File: src/rtl/mse_pkg.sv
package mse_pkg;

    localparam int KEY_W = 32;

    typedef enum logic [3:0] {
        S_LOAD,
        S_PASS,
        S_RUN,
        S_READ,
        S_MERGE,
        S_OUT_READ,
        S_OUT_CAPTURE,
        S_OUT_HOLD
    } mse_state_t;

    // commands from the controller to the datapath
    typedef struct packed {
        logic load;        // store an accepted key
        logic sort_start;  // first pass: run width one, source buffer a
        logic run_init;    // restart at the first pair of runs
        logic seg_init;    // set up the next pair of runs
        logic seg_next;    // step past the finished pair
        logic pass_next;   // swap buffers and double the run width
        logic merge_wr;    // pick the smaller head and write it out
        logic out_init;    // start the readout
        logic out_sel;     // read port follows the readout index
        logic out_capture; // load the result register
        logic out_next;    // step to the next sorted key
        logic set_done;    // last key delivered, empty the engine
    } mse_cmd_t;

    typedef struct packed {
        logic pass_more;   // run width below the set size
        logic run_more;    // another pair of runs in this pass
        logic seg_done;    // every key of this pair written
        logic out_last;    // readout index at the final key
    } mse_status_t;

endpackage

File: src/rtl/mse_ctrl.sv
module mse_ctrl
    import mse_pkg::*;
    (
    input  logic        clk,
    input  logic        rst_n,
    input  logic        in_valid,
    input  logic        final_key,
    input  logic        out_stall,
    input  mse_status_t status,
    output logic        in_stall,
    output logic        out_valid,
    output mse_cmd_t    cmd
    );

    mse_state_t state_reg;
    mse_state_t state_next;

    always_ff @(posedge clk or negedge rst_n)
    begin
        if (!rst_n)
        begin
            state_reg <= S_LOAD;
        end
        else
        begin
            state_reg <= state_next;
        end
    end

    always_comb
    begin
        state_next = state_reg;
        cmd        = '0;
        in_stall   = 1'b1;
        out_valid  = 1'b0;
        unique case (state_reg)
            S_LOAD:
            begin
                in_stall = 1'b0;
                if (in_valid)
                begin
                    cmd.load = 1'b1;
                    if (final_key)
                    begin
                        cmd.sort_start = 1'b1;
                        state_next     = S_PASS;
                    end
                end
            end
            S_PASS:
            begin
                if (status.pass_more)
                begin
                    cmd.run_init = 1'b1;
                    state_next   = S_RUN;
                end
                else
                begin
                    cmd.out_init = 1'b1;
                    state_next   = S_OUT_READ;
                end
            end
            S_RUN:
            begin
                if (status.run_more)
                begin
                    cmd.seg_init = 1'b1;
                    state_next   = S_READ;
                end
                else
                begin
                    cmd.pass_next = 1'b1;
                    state_next    = S_PASS;
                end
            end
            S_READ:
            begin
                if (status.seg_done)
                begin
                    cmd.seg_next = 1'b1;
                    state_next   = S_RUN;
                end
                else
                begin
                    state_next = S_MERGE;
                end
            end
            S_MERGE:
            begin
                cmd.merge_wr = 1'b1;
                state_next   = S_READ;
            end
            S_OUT_READ:
            begin
                cmd.out_sel = 1'b1;
                state_next  = S_OUT_CAPTURE;
            end
            S_OUT_CAPTURE:
            begin
                cmd.out_capture = 1'b1;
                state_next      = S_OUT_HOLD;
            end
            S_OUT_HOLD:
            begin
                out_valid = 1'b1;
                if (!out_stall)
                begin
                    if (status.out_last)
                    begin
                        cmd.set_done = 1'b1;
                        state_next   = S_LOAD;
                    end
                    else
                    begin
                        cmd.out_next = 1'b1;
                        state_next   = S_OUT_READ;
                    end
                end
            end
            default:
            begin
                state_next = S_LOAD;
            end
        endcase
    end

endmodule

File: config.mk
export PLATFORM = sky130hd
export DESIGN_NAME = mse_ctrl
export DESIGN_NICKNAME = d
export VERILOG_FILES = /design/src/rtl/mse_pkg.sv /design/src/rtl/mse_ctrl.sv
export SDC_FILE = /design/constraint.sdc
export NUM_CORES = 1
export LEC_CHECK = 0
export BUFFER_PORTS_ARGS = -buffer_cell sky130_fd_sc_hd__clkbuf_2
export CORE_AREA = 2 2 39 41
export CTS_CLUSTER_DIAMETER = 120
export DETAILED_ROUTE_END_ITERATION = 7
export DIE_AREA = 0 0 41 43
export GPL_TIMING_DRIVEN = 0
export PLACE_DENSITY_LB_ADDON = 0.12
export SETUP_SLACK_MARGIN = 0.4
export SYNTH_ARGS = -nofsm -noshare
export SYNTH_HDL_FRONTEND = slang
export SYNTH_SLANG_ARGS = --single-unit
File: constraint.sdc
create_clock -name clk -period 1.79 [get_ports clk]
set_input_delay 0.0895 -clock clk [delete_from_list [all_inputs] [get_ports clk]]
set_output_delay 0.0895 -clock clk [all_outputs]
set_load 0.03 [all_outputs]
==> results of run 1 <==
==> where the power goes <==
group	leakage [nW]	internal, mW	switching [mW]
Combinational	0.251	0.318	0.402
Clock	0.0150	0.0835	0.0348
Sequential	0.0319	0.104	0.0319
Total	0.298	0.506	0.468
==> timing repair <==
action                                  in CTS  in global routing
buffers inserted                             1                  2
hold buffers                                 1                  0
pin swaps                                    2                  2
hold endpoints to repair                     3                  0
gates resized for setup                     15                 14
endpoints found under the setup margin       9                 12
==> final timing paths <==
| check | startpoint | to | slack, ns | depth (start not counted) |
|---|---|---|---|---|
| min in group asynchronous | rst_n | state_reg[0]$_DFFE_PN0P_ | 0.19 | 2 |
| max in group asynchronous | rst_n | state_reg[1]$_DFFE_PN0P_ | 1.48 | 2 |
| worst min register to register | state_reg[0]$_DFFE_PN0P_ | state_reg[1]$_DFFE_PN0P_ | 0.70 | 3 |
| worst max register to register | state_reg[0]$_DFFE_PN0P_ | state_reg[0]$_DFFE_PN0P_ | 0.46 | 5 |
| worst max-delay path | state_reg[2]$_DFFE_PN0P_ | cmd[10] | 0.34 | 4 |
| worst min-delay path | status[2] | state_reg[1]$_DFFE_PN0P_ | 0.11 | 3 |
==> per-stage QoR <==
step	util [%]	setup slack, ns	hold slack (ns)
floorplan	-	0.3546	-0.2061
global placement	32.19	0.3945	-0.1109
detailed placement	32.19	0.3838	-0.1112
CTS	39.24	0.3235	0.1011
global route	42.41	0.2940	0.1142
finish	42.41	0.3368	0.1117
==> cells in the final DEF (no fill, tap or decap) <==
cell,instances
nand3_2,1
nor2b_1,2
nand2b_4,1
nand2_1,6
buf_6,5
dlygate4sd3_1,1
dfrtp_2,1
buf_4,3
nor2b_2,1
and3_1,1
nor2_4,2
or3_4,1
nand2b_1,2
a21o_1,1
inv_1,2
and2_1,1
nor3_2,1
clkbuf_4,5
a32oi_1,1
clkbuf_1,1
a21oi_1,3
dfrtp_1,2
clkbuf_8,1
clkbuf_2,14
nor3_4,1
nor2_2,1
or4_4,1
buf_8,2
buf_2,1
nor2_1,6
o21ai_1,1
nor3_1,1
==> layout make-up <==
type / instances / area (sq um)
multi-input cells: 35 / 234.0
repair buffers: 26 / 188.9
fillers: 148 / 797.0
clock buffers: 4 / 26.28
well taps: 16 / 20.02
inverters: 2 / 7.507
plain buffers: 3 / 33.78
flip-flops and latches: 3 / 76.32
==> layer usage <==
layer  track usage [%]  share of wire [%]
met2             16.56                 51
met1             14.01                 45
met5                 0                  0
met3             3.141                4.2
met4             8.000                  0
==> worst register-to-register path, stage by stage (launching register included) <==
cell and delay [ns]:
dfrtp_1 0.36, buf_6 0.13, buf_6 0.13, nand2b_4 0.08, nor3_4 0.04, or4_4 0.47
==> logic make-up (layout without fill, tap and decap cells) <==
group / Yosys count / count (layout) / synth area share (%)
buffers and inverters: 5 / 35 / 8.549
and+or+nand+nor: 29 / 29 / 53.42
DFF: 3 / 3 / 25.64
AOI/OAI and AO/OA: 6 / 6 / 12.39
==> impl_metrics.yaml, run 1 <==
min_path:
  hold_class: "input port to flop"
logic_synthesis:
  synth_common_cells: "nor2_1 (9), nand2_1 (6), a21oi_1 (3), dfrtp_1 (3), nor2b_1 (3)"
  syn_nets: 52
  synth.avg_cell_area_sq_um: 6.809
  synth_top_area_share_pct: 25.64
  seq_area_frac_synth_pct: 25.64
  synth_edf_count: 0
  synth-main-ff-cell: "dfrtp_1"
  synth.distinct_cells: 20
  async_flop_share_pct: 100.0
  synthTopCellsByArea: "dfrtp_1 (26%), nor2_1 (12%), nand2_1 (7.7%), nor2b_1 (6.4%), a21oi_1 (5.1%)"
  yosys.area.top_type: "dfrtp_1"
  synth.most_common_cell: "nor2_1"
  yosys_warnings: 0
  netlist_instances: 43
  synth_area_sq_um: 292.8
  yosys_register_bits: 3
power_and_ir_drop:
  report.power.total_uw: 974.0
  p_per_area_nw_per_um2: 1660
  vdd_ir_drop_max_mv: 0.5830
  p_leak_nw: 0.2977
worst_setup_path:
  worstPathMaxFanout: 8
  cp.arrival_ns: 1.36
  critPathCaptureType: "primary output"
  crit_family: "simple AND/OR/NAND/NOR gates"
  worstSetupPathType: "flop to primary output"
  timing.critical_path.slowest_cell_delay_ns: 0.41
  start_kind: "flop"
  cp_slowest_cell: "or3_4"
  worstPathRequired_ns: 1.70
  path_cells: "buf_6 > or3_4 > nor2_4 > buf_8"
  cp_num_buf_inv: 2
route:
  drc: 0
  wl_per_cell_um: 9.809
  routed_wl_um: 873
  drtIter0Drc: 5
  via_per_inst: 4.326
  first_pass_iters: 2
  vias: 385
  ant_nets: 0
sta:
  fmax_mhz: 688.1
  slew_viol_final: 0
  setup_viol: 0
  rsz0062_at_grt: "true"
  finalHoldViolCount: 0
  relSlewSlack_pct: 88.92
  fin_crit_sh_pct: 81.18
  skew_ns: 0.0007525
  tightest_slew_ns: 0.1649
  post-route-min-period_ns: 1.453
  tns_ns: 0
layout:
  stdcell_area_sq_um: 586.8
  antenna-diode-count: 0
  final_nets: 83
  drive_gt1_share_pct: 57.53
  instances_no_fill: 89
  area_growth_pct: 100.4
  largest_reg_flops: 3
die:
  core-area_sq_um: 1384
  fp-row-count: 14
  fp.dieArea_sq_um: 1763
  die_h_um: 43
  ios: 23
  die_x_um: 41
  start_util_pct: 21.16
global_routing:
  grt_pass1_vias: 361
  grt_use_total_pct: 11.51
  grt_pass1_wl_um: 1359
  antenna_found_initial: 0
  grt_max_degree: 11
  overflow: 0
placed_design:
  dpl_cell_area_sq_um: 445.4
  place.port_buffers: 22
  gp_congestion: 0.7088
  placed_cells: 81
  dpl.hpwl_um: 651.7
clock_tree:
  cts.sinks: 3
  cts_tree: "built"
  numCtsBuffers: 3
  clk_latency_ns: 0.23
  cts.path.max_buffers: 2
  clk_pin_slew_ns: 0.04
  root_buffer: "clkbuf_4"
  htree_levels: 1
run_status:
  status: "complete, no violations"
job:
  maxCapViolations: 0
Power figures use the tool's default switching activity.
==> run 2: changes to the inputs <==
==> constraint.sdc (replaced) <==
create_clock -name clk -period 1.48 [get_ports clk]
set_input_delay 0.074 -clock clk [delete_from_list [all_inputs] [get_ports clk]]
set_output_delay 0.074 -clock clk [all_outputs]
set_load 0.03 [all_outputs]
==> impl_metrics.yaml, run 2 (synthesis gave the netlist of run 1 again) <==
run_status:
  status: "complete, no violations"
sta:
  rsz0062_at_grt: "true"
  setup_ws_ns: 0.02782
  fin_crit_sh_pct: 98.12
  fmax_mhz: 688.6
  tightest_slew_ns: 0.1794
  slew_viol_final: 0
  skew_ns: 0.001405
  relSlewSlack_pct: 88.04
  post-route-min-period_ns: 1.452
  finalHoldViolCount: 0
  tns_ns: 0
  setup_viol: 0
route:
  vias: 452
  drtIter0Drc: 8
  via_per_inst: 4.520
  ant_nets: 0
  drc: 0
  wl_per_cell_um: 10.44
  routed_wl_um: 1044
  first_pass_iters: 4
layout:
  final_common_cell: "buf_6"
  fin_util_pct: 62.48
  final_nets: 94
  largest_reg_flops: 3
  n_fill_cell: 123
  area_growth_pct: 195.3
  antenna-diode-count: 0
  drive_gt1_share_pct: 78.57
  stdcell_area_sq_um: 864.6
  layout_common_cells: "buf_6 (12), clkbuf_2 (8), buf_8 (8)"
clock_tree:
  cts.sinks: 3
  clk_latency_ns: 0.23
  cts_tree: "built"
  cts.path.max_buffers: 2
  clk_pin_slew_ns: 0.03
  numCtsBuffers: 3
  htree_levels: 1
  root_buffer: "clkbuf_4"
worst_setup_path:
  startpoint: "state_reg[2]$_DFFE_PN0P_"
  r2r_start: "state_reg[2]$_DFFE_PN0P_"
  worstPathMaxFanout: 7
  ff2ff_setup_slack_ns: 0.07
  worstSetupPathType: "flop to primary output"
  critPathCaptureType: "primary output"
  worstPathRequired_ns: 1.41
  cp.arrival_ns: 1.38
  start_kind: "flop"
placed_design:
  gp_congestion: 0.7483
  place_ws_ns: 0.2087
  place.port_buffers: 22
  dpl.hpwl_um: 641.8
  dpl_cell_area_sq_um: 508.0
power_and_ir_drop:
  report.power.total_mw: 1.800
  p_per_area_nw_per_um2: 2082
  p_leak_nw: 0.4080
  vdd_ir_drop_max_mv: 0.9228
die:
  start_util_pct: 21.16
  die_h_um: 43
  fp.dieArea_sq_um: 1763
  core-area_sq_um: 1384
  fp-row-count: 14
  die_x_um: 41
  ios: 23
min_path:
  hold_class: "input port to flop"
  holdCritStartpoint: "status[2]"
global_routing:
  grt_use_total_pct: 13.15
  grt_pass1_vias: 410
  antenna_found_initial: 0
  grt_pass1_wl_um: 1607
  overflow: 0
  grt_max_degree: 8
job:
  maxCapViolations: 0
[run 2: stage by stage]
step                      instances  hold WS [ns]
final                           100        0.1094
after global routing            100        0.1200
after CTS                        97       0.09167
after detailed placement         81       -0.1271
after global placement           81       -0.1264
after floorplan                  43       -0.2216
[run 2: final timing paths]
check	end	cells past startpoint
max	cmd[10]	4
min	state_reg[1]$_DFFE_PN0P_	3
max reg2reg	state_reg[0]$_DFFE_PN0P_	6
min reg2reg	state_reg[0]$_DFFE_PN0P_	3
max in group asynchronous	state_reg[1]$_DFFE_PN0P_	2
min in group asynchronous	state_reg[0]$_DFFE_PN0P_	2
[run 2: cell type report]
| class | instances | area, sq um | share of cell area, % |
|---|---|---|---|
| Tap cell | 16 | 20.02 | 2.315 |
| Multi-Input combinational cell | 35 | 315.3 | 36.47 |
| Timing Repair Buffer | 37 | 385.4 | 44.57 |
| Buffer | 3 | 33.78 | 3.907 |
| Clock buffer | 4 | 26.28 | 3.039 |
| Sequential cell | 3 | 76.32 | 8.828 |
| Inverter | 2 | 7.507 | 0.8683 |
[run 2: what timing repair did]
| action | 4_1_cts | 5_1_grt |
|---|---|---|
| setup endpoints to repair | 15 | 17 |
| setup buffers | 10 | 3 |
| cloned | 1 | 0 |
| hold endpoints to repair | 3 | 0 |
| gates resized for setup | 34 | 25 |
| pin swaps | 4 | 9 |
| hold buffers | 1 | 0 |
[run 2: critical path: stages, from the launching register on]
cell and delay [ns]:
dfrtp_1 0.36, buf_6 0.13, or3_4 0.42, nor2_4 0.11, buf_8 0.13
[run 2: metal layers]
metal / global-route usage, % / wire length, um
met1: 16.40 / 421
met2: 20.31 / 555
met3: 1.571 / 67
met4: 8.000 / 0
met5: 0 / 0
[run 2: power breakdown]
group          internal [mW]  switching [mW]
clock                  0.101          0.0389
combinational          0.815           0.682
sequential             0.126          0.0366
==> run 3: changes to the inputs <==
--- a/config.mk
+++ b/config.mk
@@ -12,6 +12,7 @@
 export DIE_AREA = 0 0 41 43
 export GPL_TIMING_DRIVEN = 0
 export PLACE_DENSITY_LB_ADDON = 0.12
+export RECOVER_POWER = 100
 export SETUP_SLACK_MARGIN = 0.4
 export SYNTH_ARGS = -nofsm -noshare
 export SYNTH_HDL_FRONTEND = slang
==> impl_metrics.yaml, run 3 (synthesis gave the netlist of run 1 again) <==
run_status:
  status: "complete, no violations"
layout:
  antenna-diode-count: 0
  largest_reg_flops: 3
  final_nets: 94
  area_growth_pct: 190.2
  n_fill_cell: 126
  stdcell_area_sq_um: 849.6
  layout_common_cells: "buf_6 (11), clkbuf_2 (8), buf_8 (8)"
  drive_gt1_share_pct: 76.19
  final_common_cell: "buf_6"
  instances_no_fill: 100
  fin_util_pct: 61.39
clock_tree:
  clk_latency_ns: 0.23
  clk_pin_slew_ns: 0.03
  htree_levels: 1
  root_buffer: "clkbuf_4"
  cts.sinks: 3
  cts_tree: "built"
  numCtsBuffers: 3
  cts.path.max_buffers: 2
sta:
  rsz0062_at_grt: "true"
  slew_viol_final: 0
  fin_crit_sh_pct: 98.12
  tightest_slew_ns: 0.1859
  post-route-min-period_ns: 1.452
  fmax_mhz: 688.6
  skew_ns: 0.001403
  finalHoldViolCount: 0
  relSlewSlack_pct: 87.56
  setup_viol: 0
  holdWs_ns: 0.1106
die:
  die_x_um: 41
  core-area_sq_um: 1384
  start_util_pct: 21.16
  die_h_um: 43
  fp.dieArea_sq_um: 1763
  ios: 23
  fp-row-count: 14
route:
  wl_per_cell_um: 10.52
  ant_nets: 0
  first_pass_iters: 4
  drtIter0Drc: 9
  vias: 450
  routed_wl_um: 1052
  drc: 0
  via_per_inst: 4.500
placed_design:
  dpl.hpwl_um: 641.8
  placed_cells: 81
  dpl_cell_area_sq_um: 508.0
  place.port_buffers: 22
  gp_congestion: 0.7483
power_and_ir_drop:
  report.power.total_mw: 1.772
  vdd_ir_drop_max_mv: 0.9263
  p_leak_nw: 0.4032
  p_per_area_nw_per_um2: 2086
global_routing:
  grt_max_degree: 8
  grt_pass1_vias: 410
  grt_pass1_wl_um: 1607
  antenna_found_initial: 0
  grt_use_total_pct: 13.15
  overflow: 0
worst_setup_path:
  worstSetupPathType: "flop to primary output"
  worstPathRequired_ns: 1.41
  worstPathMaxFanout: 7
  start_kind: "flop"
  cp.arrival_ns: 1.38
  ff2ff_setup_slack_ns: 0.07
  critPathCaptureType: "primary output"
job:
  maxCapViolations: 0
min_path:
  hold_class: "input port to flop"
[run 3: final timing paths]
kind	to	depth (start not counted)	start
worst max register to register	state_reg[0]$_DFFE_PN0P_	6	state_reg[2]$_DFFE_PN0P_
worst min-delay path	state_reg[1]$_DFFE_PN0P_	3	status[2]
worst min register to register	state_reg[0]$_DFFE_PN0P_	3	state_reg[1]$_DFFE_PN0P_
worst max-delay path	cmd[10]	4	state_reg[2]$_DFFE_PN0P_
max in group asynchronous	state_reg[1]$_DFFE_PN0P_	2	rst_n
min in group asynchronous	state_reg[0]$_DFFE_PN0P_	2	rst_n
[run 3: metrics by stage]
step	setup WS, ns	TNS (ns)
after CTS	0.02049	0
after global placement	0.2082	0
after global routing	-0.01399	-0.02486
after detailed placement	0.2087	0
final	0.02776	0
after floorplan	0.2396	0
[run 3: metal layers]
layer / vias to the layer above / global-route usage (%) / wire, um
li1: 227 / - / -
met3: 0 / 1.571 / 53
met2: 14 / 20.31 / 556
met1: 209 / 16.40 / 442
met4: 0 / 8.000 / 0
met5: - / 0 / 0
[run 3: where the power goes]
part | internal [mW] | switching, mW | total (mW)
clock network | 0.101 | 0.0393 | 0.140
logic | 0.799 | 0.671 | 1.47
registers | 0.126 | 0.0362 | 0.162
total | 1.03 | 0.746 | 1.77
[run 3: critical path, stage by stage, from the launching register on]
cell and delay (ns):
dfrtp_1 0.36, buf_6 0.13, or3_4 0.42, nor2_4 0.11, buf_8 0.13
[run 3: what timing repair did]
action                                 CTS  global route
setup buffers                           10             3
pin swaps                                4             9
endpoints found under the hold margin    3             0
hold buffers                             1             0
setup endpoints to repair               15            17
cloned                                   1             0
resized for setup                       34            25
[run 3: layout make-up]
| type | instances | area (sq um) | share of cell area, % |
|---|---|---|---|
| timing repair buffer | 37 | 377.9 | 44.48 |
| multi-input combinational | 35 | 307.8 | 36.23 |
| tap | 16 | 20.02 | 2.356 |
| sequential | 3 | 76.32 | 8.984 |
| inverter | 2 | 7.507 | 0.8837 |
| clock buffer | 4 | 26.28 | 3.093 |
| buffer | 3 | 33.78 | 3.976 |
